### src/hw/rtl/tvlt_pkg.sv
// ----------------------------------------------------------------------------
// tvlt_pkg: shared types and constants of the tag/value line tokenizer
// Token kinds, error codes, parser modes, parser state and result bundle.
// ----------------------------------------------------------------------------
package tvlt_pkg;

  // room for the results one byte can cause; at most three are used
  localparam int MaxRes = 4;
  localparam int CntW   = $clog2(MaxRes + 1);
  localparam int IdxW   = $clog2(MaxRes);

  // character constants
  localparam logic [7:0] ChBom0  = 8'hEF;
  localparam logic [7:0] ChBom1  = 8'hBB;
  localparam logic [7:0] ChBom2  = 8'hBF;
  localparam logic [7:0] ChLow   = 8'h20;
  localparam logic [7:0] ChHigh  = 8'h7D;
  localparam logic [7:0] ChEq    = 8'h3D;
  localparam logic [7:0] ChTab   = 8'h09;
  localparam logic [7:0] ChNl    = 8'h0A;
  localparam logic [7:0] ChNul   = 8'h00;

  // mark_pos values: byte order mark progress, then past the file start
  localparam logic [1:0] MarkStart = 2'd0;
  localparam logic [1:0] MarkOne   = 2'd1;
  localparam logic [1:0] MarkTwo   = 2'd2;
  localparam logic [1:0] MarkDone  = 2'd3;

  typedef enum logic [2:0] {
    KIND_TAG_BYTE   = 3'd0,
    KIND_VALUE_BYTE = 3'd1,
    KIND_TAG_END    = 3'd2,
    KIND_ENTRY_END  = 3'd3,
    KIND_FILE_END   = 3'd4,
    KIND_ERROR      = 3'd5
  } item_kind_t;

  typedef enum logic [1:0] {
    ERR_NONE    = 2'd0,
    ERR_ILLEGAL = 2'd1,
    ERR_EMPTY   = 2'd2,
    ERR_NULL    = 2'd3
  } err_code_t;

  typedef enum logic [1:0] {
    MODE_TAG    = 2'd0,
    MODE_VALUE  = 2'd1,
    MODE_MVALUE = 2'd2,
    MODE_INDENT = 2'd3
  } parse_mode_t;

  typedef struct packed {
    parse_mode_t mode;
    logic        nonempty;     // tag or single-line value has bytes
    logic        has_content;  // multiline value has a content byte
    logic [1:0]  mark_pos;     // byte order mark progress
    logic        failed;       // sticky error
  } parse_state_t;

  localparam parse_state_t StateReset = '{
    mode:        MODE_TAG,
    nonempty:    1'b0,
    has_content: 1'b0,
    mark_pos:    MarkStart,
    failed:      1'b0
  };

  typedef struct packed {
    item_kind_t kind;
    logic [7:0] data;
    err_code_t  err;
    logic       disc;
  } result_t;

  typedef struct packed {
    logic [CntW-1:0]          cnt;
    result_t [MaxRes-1:0]     res;
  } bundle_t;

  function automatic result_t make_res(item_kind_t kind, logic [7:0] data,
                                       err_code_t err, logic disc);
    result_t r;
    r.kind = kind;
    r.data = data;
    r.err  = err;
    r.disc = disc;
    return r;
  endfunction

endpackage

### src/hw/rtl/tvlt_in_if.sv
// ----------------------------------------------------------------------------
// tvlt_in_if: input byte channel
// Valid/ready channel carrying one text byte and its end-of-file mark.
// ----------------------------------------------------------------------------
interface tvlt_in_if;
  logic       valid;
  logic       ready;
  logic [7:0] data_byte;
  logic       last_byte;

  modport source (output valid, output data_byte, output last_byte, input ready);
  modport sink   (input valid, input data_byte, input last_byte, output ready);
endinterface

### src/hw/rtl/tvlt_out_if.sv
// ----------------------------------------------------------------------------
// tvlt_out_if: token channel
// Valid/ready channel carrying one token result.
// ----------------------------------------------------------------------------
interface tvlt_out_if;
  logic       valid;
  logic       ready;
  logic [2:0] item_kind;
  logic [7:0] out_byte;
  logic [1:0] error_code;
  logic       tag_discarded;
  logic       last_result;

  modport source (output valid, output item_kind, output out_byte, output error_code,
                  output tag_discarded, output last_result, input ready);
  modport sink   (input valid, input item_kind, input out_byte, input error_code,
                  input tag_discarded, input last_result, output ready);
endinterface

### src/hw/rtl/tvlt_step.sv
// ----------------------------------------------------------------------------
// tvlt_step: per-byte parser decision
// Takes the parser state and one byte, gives the next state and the bundle
// of results (up to three) that the byte causes.
// ----------------------------------------------------------------------------
module tvlt_step
  import tvlt_pkg::*;
(
  input  parse_state_t st,
  input  logic [7:0]   data_byte,
  input  logic         last_byte,
  output parse_state_t st_next,
  output bundle_t      bundle
);

  always_comb begin
    parse_state_t    ns;
    bundle_t         b;
    logic [CntW-1:0] n;
    err_code_t       err;
    logic            do_tag;
    logic            do_flush;
    logic            disc;

    ns       = st;
    b        = '0;
    n        = '0;
    err      = ERR_NONE;
    do_tag   = 1'b0;
    do_flush = 1'b0;
    disc     = 1'b0;

    if (st.failed) begin
      // swallow bytes until end of file
      if (last_byte) ns = StateReset;
    end else begin
      // byte order mark tracking, then the line parser
      if (st.mark_pos == MarkStart && data_byte == ChBom0) begin
        if (last_byte) err = ERR_ILLEGAL;
        else ns.mark_pos = MarkOne;
      end else if (st.mark_pos == MarkOne) begin
        if (data_byte == ChBom1 && !last_byte) ns.mark_pos = MarkTwo;
        else err = ERR_ILLEGAL;
      end else if (st.mark_pos == MarkTwo) begin
        if (data_byte == ChBom2) begin
          ns.mark_pos = MarkDone;
          do_flush    = last_byte;
        end else begin
          err = ERR_ILLEGAL;
        end
      end else begin
        ns.mark_pos = MarkDone;
        if (data_byte == ChNul) begin
          err = ERR_NULL;
        end else begin
          case (st.mode)
            MODE_VALUE: begin
              if (data_byte != ChNl) begin
                b.res[n[IdxW-1:0]] = make_res(KIND_VALUE_BYTE, data_byte, ERR_NONE, 1'b0);
                n = n + 1'b1;
                ns.nonempty = 1'b1;
              end else if (!st.nonempty) begin
                // empty value opens a multiline value
                ns.mode        = MODE_INDENT;
                ns.has_content = 1'b0;
              end else begin
                b.res[n[IdxW-1:0]] = make_res(KIND_ENTRY_END, 8'h00, ERR_NONE, 1'b0);
                n = n + 1'b1;
                ns.mode     = MODE_TAG;
                ns.nonempty = 1'b0;
              end
            end
            MODE_MVALUE: begin
              if (data_byte != ChNl) begin
                b.res[n[IdxW-1:0]] = make_res(KIND_VALUE_BYTE, data_byte, ERR_NONE, 1'b0);
                n = n + 1'b1;
                ns.has_content = 1'b1;
              end else begin
                ns.mode = MODE_INDENT;
              end
            end
            MODE_INDENT: begin
              if (data_byte == ChTab) begin
                // continuation line: join with newline once content exists
                if (st.has_content) begin
                  b.res[n[IdxW-1:0]] = make_res(KIND_VALUE_BYTE, ChNl, ERR_NONE, 1'b0);
                  n = n + 1'b1;
                end
                ns.mode = MODE_MVALUE;
              end else begin
                // no tab: entry ends, byte is reparsed as a tag byte
                b.res[n[IdxW-1:0]] = make_res(KIND_ENTRY_END, 8'h00, ERR_NONE, 1'b0);
                n = n + 1'b1;
                ns.mode     = MODE_TAG;
                ns.nonempty = 1'b0;
                do_tag      = 1'b1;
              end
            end
            default: begin
              ns.mode = MODE_TAG;
              do_tag  = 1'b1;
            end
          endcase

          // tag character handling
          if (do_tag) begin
            if (!ns.nonempty && data_byte == ChNl) begin
              // blank line between entries
            end else if (data_byte != ChEq) begin
              if (data_byte < ChLow || data_byte > ChHigh) begin
                err = ERR_ILLEGAL;
              end else begin
                b.res[n[IdxW-1:0]] = make_res(KIND_TAG_BYTE, data_byte, ERR_NONE, 1'b0);
                n = n + 1'b1;
                ns.nonempty = 1'b1;
              end
            end else if (!ns.nonempty) begin
              err = ERR_EMPTY;
            end else begin
              b.res[n[IdxW-1:0]] = make_res(KIND_TAG_END, 8'h00, ERR_NONE, 1'b0);
              n = n + 1'b1;
              ns.mode     = MODE_VALUE;
              ns.nonempty = 1'b0;
            end
          end
        end
        do_flush = last_byte && (err == ERR_NONE);
      end

      // end of file: close the open entry, report file end
      if (do_flush) begin
        disc = (ns.mode == MODE_TAG) && ns.nonempty;
        if (ns.mode != MODE_TAG) begin
          b.res[n[IdxW-1:0]] = make_res(KIND_ENTRY_END, 8'h00, ERR_NONE, 1'b0);
          n = n + 1'b1;
        end
        b.res[n[IdxW-1:0]] = make_res(KIND_FILE_END, 8'h00, ERR_NONE, disc);
        n = n + 1'b1;
        ns = StateReset;
      end

      // error report, sticky until the last byte
      if (err != ERR_NONE) begin
        b.res[n[IdxW-1:0]] = make_res(KIND_ERROR, 8'h00, err, 1'b0);
        n = n + 1'b1;
        if (last_byte) ns = StateReset;
        else ns.failed = 1'b1;
      end
    end

    b.cnt   = n;
    st_next = ns;
    bundle  = b;
  end

endmodule

### src/hw/rtl/tag_value_line_tokenizer.sv
// ----------------------------------------------------------------------------
// tag_value_line_tokenizer: streaming tokenizer for TAG=value text
// Input register, combinational parse step, result bundle register and an
// output serializer that hands out one token per cycle while the receiver is ready.
// ----------------------------------------------------------------------------
// Bytes that cause no token or a single token stream at one per cycle while
// the token receiver is ready. A byte that causes k tokens (at most three,
// e.g. an entry end, a tag byte and a file end on the last byte) occupies
// the output serializer until its k tokens are taken, since the token port
// carries one token per cycle; the input register takes the next byte
// meanwhile. A byte enters the parse step when the result bundle register is
// empty or hands out its final token in that cycle. Tokens leave from the
// result bundle register, fed by the input register. The byte marked last
// closes the file and resets the parser, so the next byte begins a new file.
module tag_value_line_tokenizer
  import tvlt_pkg::*;
(
  input  logic            clk,
  input  logic            rst,
  tvlt_in_if.sink         byte_in,
  tvlt_out_if.source      token_out
);

  // input register
  logic         ireg_valid;
  logic [7:0]   ireg_byte;
  logic         ireg_last;

  // parser state and result bundle
  parse_state_t    pstate;
  parse_state_t    pstate_next;
  bundle_t         step_bundle;
  result_t [MaxRes-1:0] res;
  logic [CntW-1:0] res_cnt;
  logic [IdxW-1:0] res_idx;

  logic    in_acc;
  logic    out_acc;
  logic    res_last;
  logic    bundle_free;
  logic    advance;
  result_t cur;

  tvlt_step u_step (
    .st        (pstate),
    .data_byte (ireg_byte),
    .last_byte (ireg_last),
    .st_next   (pstate_next),
    .bundle    (step_bundle)
  );

  // handshake control
  assign cur         = res[res_idx];
  assign res_last    = ({1'b0, res_idx} + 1'b1) == res_cnt;
  assign out_acc     = token_out.valid && token_out.ready;
  assign bundle_free = (res_cnt == '0) || (out_acc && res_last);
  assign advance     = ireg_valid && bundle_free;
  assign in_acc      = byte_in.valid && byte_in.ready;

  assign byte_in.ready = !ireg_valid || bundle_free;

  // input register
  always_ff @(posedge clk) begin
    if (rst) begin
      ireg_valid <= 1'b0;
    end else if (in_acc) begin
      ireg_valid <= 1'b1;
    end else if (advance) begin
      ireg_valid <= 1'b0;
    end
  end

  always_ff @(posedge clk) begin
    if (in_acc) begin
      ireg_byte <= byte_in.data_byte;
      ireg_last <= byte_in.last_byte;
    end
  end

  // parser state
  always_ff @(posedge clk) begin
    if (rst) begin
      pstate <= StateReset;
    end else if (advance) begin
      pstate <= pstate_next;
    end
  end

  // result bundle and serializer
  always_ff @(posedge clk) begin
    if (rst) begin
      res_cnt <= '0;
      res_idx <= '0;
    end else if (advance) begin
      res_cnt <= step_bundle.cnt;
      res_idx <= '0;
    end else if (out_acc) begin
      if (res_last) begin
        res_cnt <= '0;
        res_idx <= '0;
      end else begin
        res_idx <= res_idx + 1'b1;
      end
    end
  end

  always_ff @(posedge clk) begin
    if (advance) begin
      res <= step_bundle.res;
    end
  end

  // token port
  assign token_out.valid         = res_cnt != '0;
  assign token_out.item_kind     = cur.kind;
  assign token_out.out_byte      = cur.data;
  assign token_out.error_code    = cur.err;
  assign token_out.tag_discarded = cur.disc;
  assign token_out.last_result   = res_last;

endmodule
### src/flat_wrapper.sv
// flat-port wrapper written by rule: the top's interface ports become plain ports
module tag_value_line_tokenizer_flat import tvlt_pkg::*;
  (clk, rst, byte_in_valid, byte_in_data_byte, byte_in_last_byte, byte_in_ready, token_out_valid, token_out_item_kind, token_out_out_byte, token_out_error_code, token_out_tag_discarded, token_out_last_result, token_out_ready);
  tvlt_in_if byte_in_i ();
  tvlt_out_if token_out_i ();
  input  logic clk;
  input  logic rst;
  input wire logic [$bits(byte_in_i.valid)-1:0] byte_in_valid;
  input wire logic [$bits(byte_in_i.data_byte)-1:0] byte_in_data_byte;
  input wire logic [$bits(byte_in_i.last_byte)-1:0] byte_in_last_byte;
  output wire logic [$bits(byte_in_i.ready)-1:0] byte_in_ready;
  output wire logic [$bits(token_out_i.valid)-1:0] token_out_valid;
  output wire logic [$bits(token_out_i.item_kind)-1:0] token_out_item_kind;
  output wire logic [$bits(token_out_i.out_byte)-1:0] token_out_out_byte;
  output wire logic [$bits(token_out_i.error_code)-1:0] token_out_error_code;
  output wire logic [$bits(token_out_i.tag_discarded)-1:0] token_out_tag_discarded;
  output wire logic [$bits(token_out_i.last_result)-1:0] token_out_last_result;
  input wire logic [$bits(token_out_i.ready)-1:0] token_out_ready;
  assign byte_in_i.valid = byte_in_valid;
  assign byte_in_i.data_byte = byte_in_data_byte;
  assign byte_in_i.last_byte = byte_in_last_byte;
  assign byte_in_ready = byte_in_i.ready;
  assign token_out_valid = token_out_i.valid;
  assign token_out_item_kind = token_out_i.item_kind;
  assign token_out_out_byte = token_out_i.out_byte;
  assign token_out_error_code = token_out_i.error_code;
  assign token_out_tag_discarded = token_out_i.tag_discarded;
  assign token_out_last_result = token_out_i.last_result;
  assign token_out_i.ready = token_out_ready;
  tag_value_line_tokenizer u_core (.clk(clk), .rst(rst), .byte_in(byte_in_i), .token_out(token_out_i));
endmodule
### config.mk
export PLATFORM = sky130hd
export DESIGN_NAME = tag_value_line_tokenizer_flat
export DESIGN_NICKNAME = d
export VERILOG_FILES = /design/src/hw/rtl/tvlt_pkg.sv /design/src/hw/rtl/tvlt_in_if.sv /design/src/hw/rtl/tvlt_out_if.sv /design/src/hw/rtl/tvlt_step.sv /design/src/hw/rtl/tag_value_line_tokenizer.sv /design/src/flat_wrapper.sv
export SDC_FILE = /design/constraint.sdc
export NUM_CORES = 1
export LEC_CHECK = 0
export BUFFER_PORTS_ARGS = -buffer_cell sky130_fd_sc_hd__buf_4
export CAP_MARGIN = 30
export CELL_PAD_IN_SITES_DETAIL_PLACEMENT = 0
export CELL_PAD_IN_SITES_GLOBAL_PLACEMENT = 1
export CORE_UTILIZATION = 54
export CTS_BUF_LIST = sky130_fd_sc_hd__clkbuf_8
export CTS_CLUSTER_SIZE = 40
export DETAILED_ROUTE_END_ITERATION = 8
export PLACE_DENSITY_LB_ADDON = 0.1
export SLEW_MARGIN = 20
export SYNTH_ARGS = -nofsm -noshare
export SYNTH_HDL_FRONTEND = slang
export SYNTH_SLANG_ARGS = --single-unit
### constraint.sdc
create_clock -name clk -period 9.8 [get_ports clk]
set_input_delay 0 -clock clk [delete_from_list [all_inputs] [get_ports clk]]
set_output_delay 0 -clock clk [all_outputs]
set_load 0.05 [all_outputs]
# Yosys cells after proc, flatten, opt, wreduce, memory -nomap -nowiden
# Index checks and enable logic that the tools add are counted.
totals:
  reg_bits: 78
  output_inout_bits: 17
op_classes:
  n_addsub: 6
  order_cmp: 11
  eq_ne: 14
  n_mux: 143
  bitwise_logic: 6
  reduce_logical: 34
op_table:
  columns: ["op", "count"]
  rows:
  - ["2-to-1 mux 56 bit", 16]
  - ["bitwise mux 56 bit", 3]
  - ["2-to-1 mux 14 bit", 11]
  - ["demux 14 bit (select 2 bit)", 4]
  - ["2-to-1 mux 3 bit", 28]
  - ["bitwise AND 13 x 52 -> 52 bit", 1]
  - ["NOT 52 bit", 1]
  - ["2-to-1 mux 2 bit", 25]
  - ["bitwise AND 48 bit", 1]
  - ["NOT 48 bit", 1]
  - ["case mux 14 bit (3 select lines)", 1]
  - ["2-to-1 mux 1 bit", 35]
  - ["binary-select mux 14 bit (select 2 bit)", 1]
  - ["2-to-1 mux 7 bit", 4]
  - ["2-to-1 mux 13 bit", 2]
  - ["equality test 8 bit (second input constant)", 3]
  - ["2-to-1 mux 12 bit", 2]
  - ["2-to-1 mux 4 bit", 5]
  - ["equality test 8 x 4 -> 1 bit (second input constant)", 2]
  - ["< comparator 2 x 3 -> 1 bit (second input constant)", 5]
  - ["logical AND 1 bit", 13]
  - ["adder 3 x 1 -> 3 bit (second input constant)", 4]
  - ["nonzero test 2 bit", 5]
  - ["greater-or-equal comparator 2 x 1 -> 1 bit (second input constant)", 4]
  - ["24 further kinds", 37]

# Depth between registers and ports, before layout
# Gate-level depths: netlist (run 1).
logic_depth:
  depth_word: 34
  ltp_mapped: 20
  mapped_depth_nobuf: 19

# Cells and area by module
# From an unflattened synthesis (run 1), not the netlist that was laid out.
unflattened:
  hier_cells: 426
  area_unflattened_um2: 4642.0
by_module_without_submodules:
  columns: ["module", "instances", "cells_each", "area_per_inst_um2", "seq_area_each_um2"]
  rows:
  - ["tag_value_line_tokenizer", 1, 142, 2882.8, 2212.1]
  - ["tvlt_step", 1, 284, 1759.2, 0.0]

# Worst setup path before layout (run 1)
# OpenSTA, ideal clock, no wires.
synth_timing:
  path_kind: "register -> register"
  startpoint: "reg u_core.ireg_byte[2]"
  endpoint: "reg u_core.res[10] (netlist name), data pin"
  setup_time_ps: 131
  arrival_ps: 4261
  t_required_ps: 9669
  slack_ps: 5408
  stages_incl_launch_ff: 19
  n_path_buf: 1
  cell_sequence: "edfxtp_1 or4b_1 buf_2 o31ai_1 a21o_1 and2_2 inv_2 ha_1 nand2_1 a31oi_1 o21ai_2 ha_1 a21o_1 ha_1 mux2_2 ha_1 a21boi_1 nor4b_4 and2_1"
synth_between:
  elab_chain_cells: 32
  elab_cells_between_ends: 147
  classes_between: "add/sub (3); order compare (10); eq/ne (7); mux (109); bitwise (4); reduce/logical (14)"
synth_rtl:
  columns: ["item", "line", "text"]
  rows:
  - ["start, declared", "tag_value_line_tokenizer.sv:26", "logic [7:0] ireg_byte;"]
  - ["start signal, assigned", "tag_value_line_tokenizer.sv:75", "ireg_byte <= byte_in.data_byte;"]
  - ["parallel branches: the longest is 31 deep, another holds adder 3 x 1 -> 3 bit", null, null]
  - ["2-to-1 mux 56 bit *", "tvlt_step.sv:143", "if (err != ERR_NONE) begin"]
  - ["end signal, assigned", "tag_value_line_tokenizer.sv:109", "res <= step_bundle.res;"]
  - ["end, declared", "tag_value_line_tokenizer.sv:33", "result_t [MaxRes-1:0] res;"]
# Every way passes the cells marked *. The select of a mux whose other input is x is not followed.
# A chain may end at the register's enable or synchronous reset.

# Worst setup path after layout (run 1)
layout_timing:
  startpoint: "reg u_core.ireg_byte[2]"
  endpoint: "reg u_core.res[5] (netlist name), data pin"
# The elaborated chain is that of the path after synthesis.

==> results of run 1 <==
kinds of logic (layout without fill, tap and decap cells):
logic type | count (synthesis) | after routing
multiplexers | 17 | 17
AO/OA/AOI/OAI | 95 | 95
other | 1 | 1
XOR/XNOR | 6 | 6
flip-flops | 62 | 62
buffers and inverters | 39 | 83
adder cells (fa/ha/maj) | 21 | 21
AND/OR/NAND/NOR | 145 | 145
metal layers:
metal | vias up | wire length, um
met4 | 0 | 227
met2 | 108 | 5280
met3 | 17 | 504
li1 | 1555 | -
met1 | 1580 | 4376
met5 | - | 0
cell usage after synthesis (all sizes together), types with 3 or more instances:
cell type / number / area, um2
a31oi: 7 / 50.05
nand2: 31 / 116.4
a32oi: 4 / 35.03
buf: 10 / 63.81
o211ai: 3 / 22.52
a211oi: 4 / 30.03
or4b: 3 / 33.78
nor4b: 6 / 86.33
a21oi: 17 / 88.84
mux4: 6 / 135.1
nor3: 11 / 77.57
nor4: 5 / 31.28
dfxtp: 13 / 260.3
and3: 5 / 31.28
a21o: 4 / 30.03
inv: 23 / 86.33
xnor2: 4 / 35.03
nand3: 10 / 50.05
and2: 23 / 145.1
edfxtp: 49 / 1471
nor2b: 3 / 18.77
clkbuf: 6 / 22.52
nand2b: 3 / 18.77
ha: 21 / 262.8
nand4: 5 / 31.28
mux2i: 9 / 90.09
o21a: 4 / 30.03
o21ai: 15 / 90.08
a2111oi: 4 / 60.06
a211o: 4 / 35.03
nor2: 29 / 111.4
state kept, by name (all words and copies together), names as in the netlist:
name and count:
u_core.pstate 7, u_core.res_cnt 3, u_core.res 40, u_core.res_idx 2, u_core.ireg_valid 1, u_core.ireg_byte 8, u_core.ireg_last 1
area by class of cell:
| class | instances | area (um2) |
|---|---|---|
| Clock inverter | 5 | 51.30 |
| Multi-Input combinational cell | 285 | 2133 |
| Tap cell | 99 | 123.9 |
| Timing Repair Buffer | 44 | 365.4 |
| Clock buffer | 11 | 151.4 |
| Fill cell | 620 | 2610 |
| Sequential cell | 62 | 1732 |
| Inverter | 23 | 86.33 |
final timing paths:
path | start | endpoint | slack, ns
hold / removal | token_out_ready | u_core.res_cnt[2] | 0.06
setup / recovery | u_core.ireg_byte[2] | u_core.res[5] | 4.77
setup reg to reg | u_core.ireg_byte[2] | u_core.res[5] | 4.77
hold reg to reg | u_core.res_cnt[2] | u_core.res_cnt[2] | 0.48
placed cells by master (no fill, tap or decap), drive strengths merged, types with 6 or more instances in the layout:
cell type and instances:
mux2i 9, o21ai 15, a31oi 7, nor3 11
and2 23, nand2 31, clkbuf 11, dlygate4sd3 12
a21oi 17, mux4 6, edfxtp 49, nor4b 6
inv 25, dfxtp 13, nor2 29, nand3 10
buf 32, ha 21
power groups by stage:
stage / Combinational (mW) / Clock, mW / Sequential, mW
finish: 0.270 / 0.233 / 0.340
global route: 0.290 / 0.244 / 0.343
CTS: 0.265 / 0.234 / 0.343
detailed placement: 0.260 / 0 / 0.348
global placement: 0.258 / 0 / 0.346
floorplan: 0.204 / 0 / 0.332
worst register-to-register path, delay by kind of cell, from the launching register on:
kind | cells | cell delay (ns)
and+or+nand+nor | 5 | 1.58
AOI/OAI and AO/OA | 6 | 1.29
adders and majority gates | 4 | 1.14
DFF | 1 | 0.50
muxes | 1 | 0.30
buffers and inverters | 1 | 0.08
what timing repair did:
action                                 4_1_cts  5_1_grt
hold buffers                                12        0
resized for setup                            0        0
buffers inserted                             0        0
endpoints found under the hold margin       17        0
==> impl_metrics.csv, run 1 <==
group,metric,value,unit
power_and_ir_drop,p_per_area,181.7,mW/mm2
layout,design_area,0.004643,mm2
sta,rsz0062_at_grt,"no",
synthesis,synth_fa_ha_area_share,6.508,%
sta,max_freq,0.1988,GHz
detailed_routing,vias,3260,
global_routing,overflow,0,
worst_hold_path,hold_path.class,"primary input to register",
sta,fin_worst_skew,0.01576,ns
sta,min_period,5.031,ns
floorplan,core,0.007253,mm2
worst_setup_path,crit_family,"simple AND/OR/NAND/NOR gates",
sta,relSlewSlack,30.31,%
detailed_routing,drc,0,
synthesis,synthArstFlopShare,0,%
synthesis,yosys.area_share.simple,20.76,%
clocking,tritoncts,"done",
sta,report.final.setup_viol,0,
clocking,cts_sinks,62,
detailed_routing,routed_via_density,6.163,
floorplan,dieWidth,88.47,um
synthesis,synth_compound_gate_area_share,18.04,%
worst_setup_path,critical_path.max_fanout,9,
place,place_inst,500,
floorplan,ioPinCount,30,
floorplan,die_h,88.47,um
layout,fin_util,64.02,%
place,dpl_cell_area,0.004305,mm2
sta,tns,0,ns
power_and_ir_drop,leakagePower,1.750,nW
global_routing,grt_pass1_wl,16.21,mm
sta,tightest_slew,1.019,ns
worst_setup_path,start_kind,"register",
worst_setup_path,cp.depth,17,
power_and_ir_drop,power.share.clock,27.6,%
floorplan,row_count,31,
power_and_ir_drop,peakVddDrop,0.1137,mV
worst_setup_path,slowest_stage,"or4b_1",
worst_setup_path,cp_num_buf_inv,1,
sta,whs,0.05753,ns
worst_setup_path,crit_arrival,5.25,ns
global_routing,use_met1,35.01,%
synthesis,synth_ff_type,"edfxtp_1",
layout,nNetsFinal,459,
sta,hold_violations,0,
synthesis,synth_xor_area_share,1.302,%
global_routing,gr-usage-all-layers,28.15,%
detailed_routing,wl_per_cell,19.64,um
synthesis,synth_top_family_by_area,"simple AND/OR/NAND/NOR gates",
power_and_ir_drop,p_seq_share,40.3,%
detailed_routing,detailedRoute.firstPassIterationCount,4,
worst_setup_path,critPathKind,"register to register",
floorplan,initial_core_util,55.67,%
layout,n_antenna_cell,0,
layout,final-instance-count-excl-fill,529,
synthesis,synth-edff-count,49,
synthesis,synth.distinct_cells,77,
job,cap_violations,0,
global_routing,antenna_found_initial,0,
clocking,clkLatencyLatePin,0.35,ns
power_and_ir_drop,intPower,0.5408,mW
worst_hold_path,whs_path_depth,4,
place,preCtsSetupSlack,4.894,ns
detailed_routing,wirelength,10.39,mm
place,port_buffers,29,
clocking,cts_buffers,9,
clocking,cts-root-buf,"clkbuf_8",
worst_setup_path,slowest_delay,0.74,ns
power_and_ir_drop,power,0.8434,mW
sta,drv_slew,0,
synthesis,muxShareOfSynthArea,6.136,%
synthesis,syn_nets,420,
clocking,h-tree-depth,3,
global_routing,top_usage_layer,"met2",
power_and_ir_drop,combinationalPowerShare,32.1,%
worst_setup_path,r2r_cells,17,
detailed_routing,ant_nets,0,
layout,syn2layout_area_growth,15.00,%
synthesis,syn_area_per_cell,10.46,um2
power_and_ir_drop,switching_power,0.3027,mW
worst_setup_path,crit_chain,"or4b_1 -> o31ai_1 -> a21o_1 -> and2_2 -> inv_2 -> ha_1 -> nand2_1 -> a31oi_1 -> o21ai_2 -> ha_1 -> a21o_1 -> ha_1 -> mux2_2 -> ha_1 -> a21boi_1 -> nor4b_4 -> and2_1",
outcome,status,"complete, no violations",
synthesis,synth_seq_cells,62,
synthesis,ys.warnings.count,0,
worst_setup_path,required,10.02,ns
sta,setup_slack,4.769,ns
global_routing,grtUsageMet3,5.970,%
worst_setup_path,worst_setup_path_end_kind,"register",
synthesis,synthCells,386,
synthesis,synth-seq-area-share,42.89,%
place,place_congestion,0.9807,
power_and_ir_drop,swShare,35.89,%
floorplan,dieArea,0.007827,mm2
layout,drive_gt1_share,17.21,%
global_routing,grt_use_met2,48.46,%
clocking,path_clk_slew,0.07,ns
global_routing,grt_start_max_net_pins,44,
worst_setup_path,crit_top_cell,"ha_1",
place,dpl.hpwl,7.652,mm
clocking,clock_path_buffers,2,
global_routing,grt_pass1_vias,3172,
detailed_routing,drtIter0Drc,218,
sta,period_share,51.33,%
synthesis,synth.cell_area,0.004038,mm2
Note: power is estimated with default switching activity, not from simulation.
==> run 2: changes to the inputs <==
ABC_AREA = 1   (was default)
CORE_UTILIZATION = 47   (was 54)
clock period = 5 ns   (was 9.8 ns; I/O delays follow)
==> run 2 against run 1 <==
Hold slack worse by 0.010 ns. Sequential share of layout area down 0.46 points. Non-clock buffer count down 1. Utilization down 7.4 points. Combinational power up 44%. Worst setup slack worse by 4.1 ns. Cell area up 1.2%. Register-to-register slack worse by 4.1 ns. Largest power group unchanged. Final cell count up 26%. Fmax up 17%. Clock skew down 0.0053 ns. Critical endpoint is now u_core.res[6]. Wire length down 3.7%.
==> impl_metrics.csv, run 2 <==
group,metric,value,unit
worst_setup_path,worst_setup_path_end_kind,"register",
clocking,tritoncts,"done",
synthesis,synthCells,514,
detailed_routing,ant_nets,0,
synthesis,synth_ff_type,"edfxtp_1",
floorplan,core,0.008299,mm2
place,preCtsSetupSlack,0.8127,ns
global_routing,grt_start_max_net_pins,47,
sta,tns,0,ns
layout,syn2layout_area_growth,15.64,%
floorplan,row_count,33,
synthesis,ys.warnings.count,0,
power_and_ir_drop,leakagePower,2.065,nW
layout,seq_area,0.001732,mm2
floorplan,ioPinCount,30,
sta,hold_violations,0,
synthesis,synth.distinct_cells,40,
job,cap_violations,0,
synthesis,synth_area_leaders,"edfxtp_1 36%, nand2_1 7.8%, nor2_1 6.9%, ha_1 6.5%, dfxtp_1 6.4%",
clocking,cts-root-buf,"clkbuf_8",
clocking,h-tree-depth,3,
power_and_ir_drop,p_per_area,307.4,mW/mm2
sta,min_period,4.282,ns
sta,rsz0062_at_grt,"no",
floorplan,initial_core_util,48.98,%
synthesis,synth-seq-area-share,42.60,%
global_routing,gr-usage-all-layers,24.22,%
sta,max_freq,0.2335,GHz
synthesis,synth_top_cell_by_area,"edfxtp_1",
layout,fin_util,56.64,%
layout,nNetsFinal,593,
synthesis,syn_nets,548,
synthesis,ys_top_cells_by_count,"85 x nand2_1, 75 x nor2_1, 53 x inv_1, 49 x edfxtp_1, 49 x nand3_1",
worst_setup_path,rr_startpoint,"u_core.ireg_byte[0]",
detailed_routing,wirelength,10.00,mm
synthesis,synth.cell_area,0.004065,mm2
worst_setup_path,crit_start,"u_core.ireg_byte[0]",
detailed_routing,wl_per_cell,14.97,um
clocking,clkLatencyLatePin,0.34,ns
layout,drive_gt1_share,17.76,%
place,place_congestion,0.8776,
power_and_ir_drop,power,1.445,mW
global_routing,overflow,0,
worst_setup_path,r2r_cells,25,
synthesis,syn_area_per_cell,7.909,um2
power_and_ir_drop,switching_power,0.4994,mW
synthesis,synth_seq_cells,62,
worst_setup_path,required,5.18,ns
layout,largestRegisters,"u_core.res x40, u_core.ireg_byte x8, u_core.pstate x7",
global_routing,antenna_found_initial,0,
place,dpl.hpwl,7.564,mm
detailed_routing,drtIter0Drc,181,
clocking,cts_sinks,62,
place,port_buffers,29,
clocking,clock_path_buffers,2,
layout,largest_register_ffs,40,
power_and_ir_drop,intPower,0.9456,mW
sta,period_share,85.64,%
detailed_routing,detailedRoute.firstPassIterationCount,5,
power_and_ir_drop,combinationalPowerShare,26.8,%
floorplan,die_h,95,um
sta,whs,0.04707,ns
detailed_routing,vias,3526,
detailed_routing,dr_wl_met3,389,um
worst_setup_path,r2r-end,"u_core.res[6]",
detailed_routing,routed_via_density,5.278,
synthesis,yosys.area.top_type_share,36.20,%
worst_hold_path,whs_path_depth,4,
detailed_routing,met2_wirelength,4.553,mm
layout,final-instance-count-excl-fill,668,
power_and_ir_drop,power.share.clock,29.8,%
layout,design_area,0.004701,mm2
place,dpl_cell_area,0.004403,mm2
sta,fin_worst_skew,0.01045,ns
sta,tightest_slew,0.5865,ns
worst_setup_path,r2r_slack,0.72,ns
sta,setup_slack,0.7178,ns
synthesis,synthArstFlopShare,0,%
floorplan,dieWidth,95,um
floorplan,dieArea,0.009025,mm2
sta,report.final.setup_viol,0,
layout,layout_commonest_cell,"nand2_1",
worst_setup_path,start_kind,"register",
power_and_ir_drop,p_seq_share,43.4,%
clocking,cts_buffers,9,
power_and_ir_drop,peakVddDrop,0.1572,mV
detailed_routing,drc,0,
detailed_routing,dr.max_layer_used,"met4",
worst_hold_path,holdCritStartpoint,"token_out_ready",
layout,final_cell_mix,"85 x nand2_1, 75 x nor2_1, 53 x inv_1, 49 x nand3_1, 49 x edfxtp_1",
global_routing,grt_pass1_vias,3290,
worst_hold_path,hold_path.class,"primary input to register",
layout,fill_cells,814,
layout,n_antenna_cell,0,
worst_setup_path,critical_path.max_fanout,7,
detailed_routing,wl_met1,4.817,mm
place,place_inst,642,
worst_setup_path,critPathKind,"register to register",
outcome,status,"complete, no violations",
sta,relSlewSlack,60.76,%
power_and_ir_drop,swShare,34.56,%
worst_hold_path,holdPathEnd,"u_core.res_idx[0]",
worst_setup_path,crit_arrival,4.46,ns
layout,top_register,"u_core.res",
synthesis,synth-edff-count,49,
clocking,path_clk_slew,0.07,ns
synthesis,synth.most_common_cell,"nand2_1",
global_routing,grt_pass1_wl,16.19,mm
sta,drv_slew,0,
layout,multiInputGateArea,0.002048,mm2
run 2: changes by cell type after synthesis, moves of 6 or more:
| cell | previous run | this run |
|---|---|---|
| nor2_1 | 28 | 75 |
| a21oi_1 | 16 | 23 |
| nand2_2 | 0 | 16 |
| and2_1 | 22 | 0 |
| nand2_1 | 31 | 85 |
| mux4_2 | 6 | 0 |
| inv_1 | 22 | 53 |
| nand3_1 | 10 | 49 |
| buf_2 | 6 | 0 |
| o21ai_0 | 9 | 28 |
| mux2i_1 | 9 | 0 |
| nor3_1 | 9 | 15 |
| inv_2 | 1 | 13 |
run 2: area by class of cell:
type,count,share of cell area (%)
multi-input combinational,376,43.57
clock buffer,9,2.635
tap,105,2.795
clock inverter,6,1.357
timing repair buffer,43,7.453
sequential,62,36.84
inverter,67,5.350
run 2: layer usage:
layer | vias to the layer above | global-route usage [%]
met5 | - | 0
met4 | 0 | 9.722
met3 | 16 | 5.153
met2 | 80 | 38.25
met1 | 1611 | 32.24
li1 | 1819 | -
run 2: repair_timing:
item,4_1_cts,5_1_grt
hold buffers,11,0
endpoints found under the hold margin,22,0
buffers inserted,0,0
gates resized for setup,0,0
setup endpoints to repair,0,0
run 2: cell families (layout without fill, tap and decap cells):
logic type | Yosys count | count (layout) | synth area share (%)
AO/OA/AOI/OAI | 75 | 75 | 10.46
other | 1 | 1 | 0.09225
AND/OR/NAND/NOR | 276 | 276 | 32.72
buffers and inverters | 76 | 125 | 7.017
adder cells (fa/ha/maj) | 21 | 21 | 6.463
flip-flops | 62 | 62 | 42.60
XOR/XNOR | 3 | 3 | 0.6465
run 2: power by group through the flow:
stage	Clock [mW]	Combinational, mW	Sequential [mW]
after floorplan	0	0.280	0.633
after global placement	0	0.379	0.637
after detailed placement	0	0.381	0.638
after CTS	0.437	0.389	0.627
after global routing	0.456	0.426	0.631
final	0.431	0.388	0.626
run 2: how the worst max path moves through the flow:
stage                          endpoint  cells past startpoint  slack, ns
after floorplan           u_core.res[6]                     25       1.32
after global placement    u_core.res[8]                     25       1.02
after detailed placement  u_core.res[6]                     25       0.81
after CTS                 u_core.res[6]                     25       0.77
after global routing      u_core.res[6]                     25       0.26
final                     u_core.res[6]                     25       0.72
run 2: worst max-delay path, cell delays in order (launching register included):
cell and delay [ns]:
edfxtp_1 0.49, inv_1 0.15, nand2_1 0.06, nor2_1 0.20
nand2_2 0.15, nand2_1 0.11, nand3_1 0.11, nand2_1 0.21
inv_1 0.13, ha_1 0.29, nand4_1 0.08, nand3_1 0.13
nand2_2 0.11, ha_1 0.31, nand2_1 0.06, o21ai_0 0.14
ha_1 0.30, or2_1 0.23, nand2_2 0.08, inv_2 0.06
ha_1 0.20, nand2_2 0.12, nand2_2 0.08, inv_2 0.07
nand3_2 0.08, a21oi_1 0.17
==> run 3: changes to the inputs <==
CORE_MARGIN = 2   (was default)
==> run 3 against run 2 <==
Final cell count unchanged. Sequential cell count is the same. Count of clock-buffer cells in the layout unchanged. Via count up 1.9%.
==> impl_metrics.csv, run 3 (synthesized netlist as in run 2, its figures left out) <==
group,metric,value,unit
clocking,hold_buffers,11,
power_and_ir_drop,swShare,34.77,%
worst_setup_path,slowest_stage,"edfxtp_1",
detailed_routing,wirelength,10.03,mm
sta,report.final.setup_viol,0,
floorplan,core,0.008299,mm2
worst_setup_path,r2r_cells,25,
sta,whs,0.06579,ns
worst_setup_path,crit_arrival,4.44,ns
floorplan,ioPinCount,30,
global_routing,grt_pass1_vias,3318,
worst_hold_path,hold_path.class,"primary input to register",
clocking,clock_path_buffers,2,
layout,design_area,0.004701,mm2
detailed_routing,drtIter0Drc,183,
worst_setup_path,crit_family,"simple AND/OR/NAND/NOR gates",
sta,relSlewSlack,61.57,%
layout,final_cell_mix,"85 x nand2_1, 75 x nor2_1, 53 x inv_1, 49 x nand3_1, 49 x edfxtp_1",
floorplan,die_h,97,um
worst_setup_path,critPathKind,"register to register",
power_and_ir_drop,intPower,0.9456,mW
sta,fin_worst_skew,0.01703,ns
power_and_ir_drop,leakagePower,2.065,nW
sta,min_period,4.244,ns
detailed_routing,ant_nets,0,
sta,max_freq,0.2356,GHz
global_routing,gr-usage-all-layers,22.19,%
detailed_routing,detailedRoute.firstPassIterationCount,5,
detailed_routing,wl_met1,4.714,mm
outcome,status,"complete, no violations",
sta,hold_violations,0,
worst_hold_path,holdCritStartpoint,"token_out_ready",
power_and_ir_drop,switching_power,0.5040,mW
power_and_ir_drop,p_seq_share,43.2,%
clocking,cts_buffers,9,
worst_setup_path,r2r-end,"u_core.res[8]",
detailed_routing,dr.max_layer_used,"met4",
sta,rsz0062_at_grt,"no",
layout,fill_cells,799,
global_routing,antenna_found_initial,0,
detailed_routing,drc,0,
power_and_ir_drop,combinationalPowerShare,26.9,%
detailed_routing,vias,3593,
floorplan,dieArea,0.009409,mm2
clocking,postCtsSetupBuffers,0,
power_and_ir_drop,peakVddDrop,0.1504,mV
sta,tns,0,ns
floorplan,dieWidth,97,um
worst_setup_path,critical_path.max_fanout,8,
global_routing,overflow,0,
clocking,cts-root-buf,"clkbuf_8",
clocking,cts_resized,0,
global_routing,grt_start_max_net_pins,47,
power_and_ir_drop,power,1.450,mW
power_and_ir_drop,p_per_area,308.4,mW/mm2
worst_setup_path,cp_num_buf_inv,4,
global_routing,grt_pass1_wl,16.62,mm
clocking,cts_sinks,62,
sta,drv_slew,0,
worst_setup_path,r2r_slack,0.76,ns
layout,largestRegisters,"u_core.res x40, u_core.ireg_byte x8, u_core.pstate x7",
floorplan,initial_core_util,48.98,%
worst_setup_path,crit_top_cell,"nand2_2",
layout,drive_gt1_share,17.76,%
worst_hold_path,holdPathEnd,"u_core.res_idx[0]",
place,port_buffers,29,
worst_setup_path,slowest_delay,0.48,ns
layout,n_antenna_cell,0,
layout,fin_util,56.64,%
worst_setup_path,worst_setup_path_end_kind,"register",
layout,largest_register_ffs,40,
sta,period_share,84.87,%
floorplan,row_count,33,
worst_setup_path,start_kind,"register",
clocking,clkLatencyLatePin,0.35,ns
detailed_routing,wl_per_cell,15.01,um
clocking,h-tree-depth,3,
job,cap_violations,0,
clocking,tritoncts,"done",
detailed_routing,dr_wl_met3,450,um
layout,top_register,"u_core.res",
power_and_ir_drop,power.share.clock,29.9,%
place,dpl.hpwl,7.616,mm
sta,tightest_slew,0.5744,ns
layout,syn2layout_area_growth,15.64,%
place,dpl_cell_area,0.004403,mm2
detailed_routing,met2_wirelength,4.643,mm
worst_hold_path,whs_path_depth,4,
layout,nNetsFinal,593,
place,place_congestion,0.8736,
clocking,path_clk_slew,0.08,ns
detailed_routing,routed_via_density,5.379,
worst_setup_path,rr_startpoint,"u_core.ireg_byte[4]",
worst_setup_path,required,5.20,ns
layout,layout_commonest_cell,"nand2_1",
[run 3: cell counts in the layout (fill, tap and decap cells not counted)]
Identical to the previous run, type by type.
[run 3: layer usage]
layer | vias to the layer above | track usage (%)
met5 | - | 0
met4 | 0 | 7.042
met3 | 20 | 4.263
met2 | 113 | 36.27
met1 | 1637 | 29.82
li1 | 1823 | -
[run 3: worst max-delay path by stage]
stage	start	endpoint	slack [ns]	cells after the start
final	u_core.ireg_byte[4]	u_core.res[8]	0.76	25
after global placement	u_core.ireg_byte[7]	u_core.res[8]	1.01	25
after detailed placement	u_core.ireg_byte[4]	u_core.res[8]	0.83	25
after global routing	u_core.ireg_byte[0]	u_core.res[8]	0.43	27
after floorplan	u_core.ireg_byte[6]	u_core.res[6]	1.32	25
after CTS	u_core.ireg_byte[4]	u_core.res[8]	0.80	25
[run 3: power by group through the flow]
stage	sequential [mW]	combinational [mW]	clock, mW
after floorplan	0.633	0.280	0
after global placement	0.637	0.380	0
after detailed placement	0.637	0.382	0
after CTS	0.626	0.390	0.441
after global routing	0.630	0.426	0.466
final	0.626	0.390	0.434
[run 3: final cells by class]
type	count	area, um2	share of cell area (%)
Multi-Input combinational cell	376	2048	43.57
Sequential cell	62	1732	36.84
Timing Repair Buffer	43	350.3	7.453
Inverter	67	251.5	5.350
Tap cell	105	131.4	2.795
Clock buffer	9	123.9	2.635
Clock inverter	6	63.81	1.357
[run 3: per-stage QoR]
step | setup slack (ns) | std cells
after floorplan | 1.318 | 514
after global placement | 1.012 | 642
after detailed placement | 0.8250 | 642
after CTS | 0.7992 | 668
after global routing | 0.4311 | 668
final | 0.7563 | 668
[run 3: worst min-delay path, cell delays in order]
cell       delay, ns
buf_4           0.07
nand2_1         0.04
inv_1           0.12
a2111oi_0       0.13
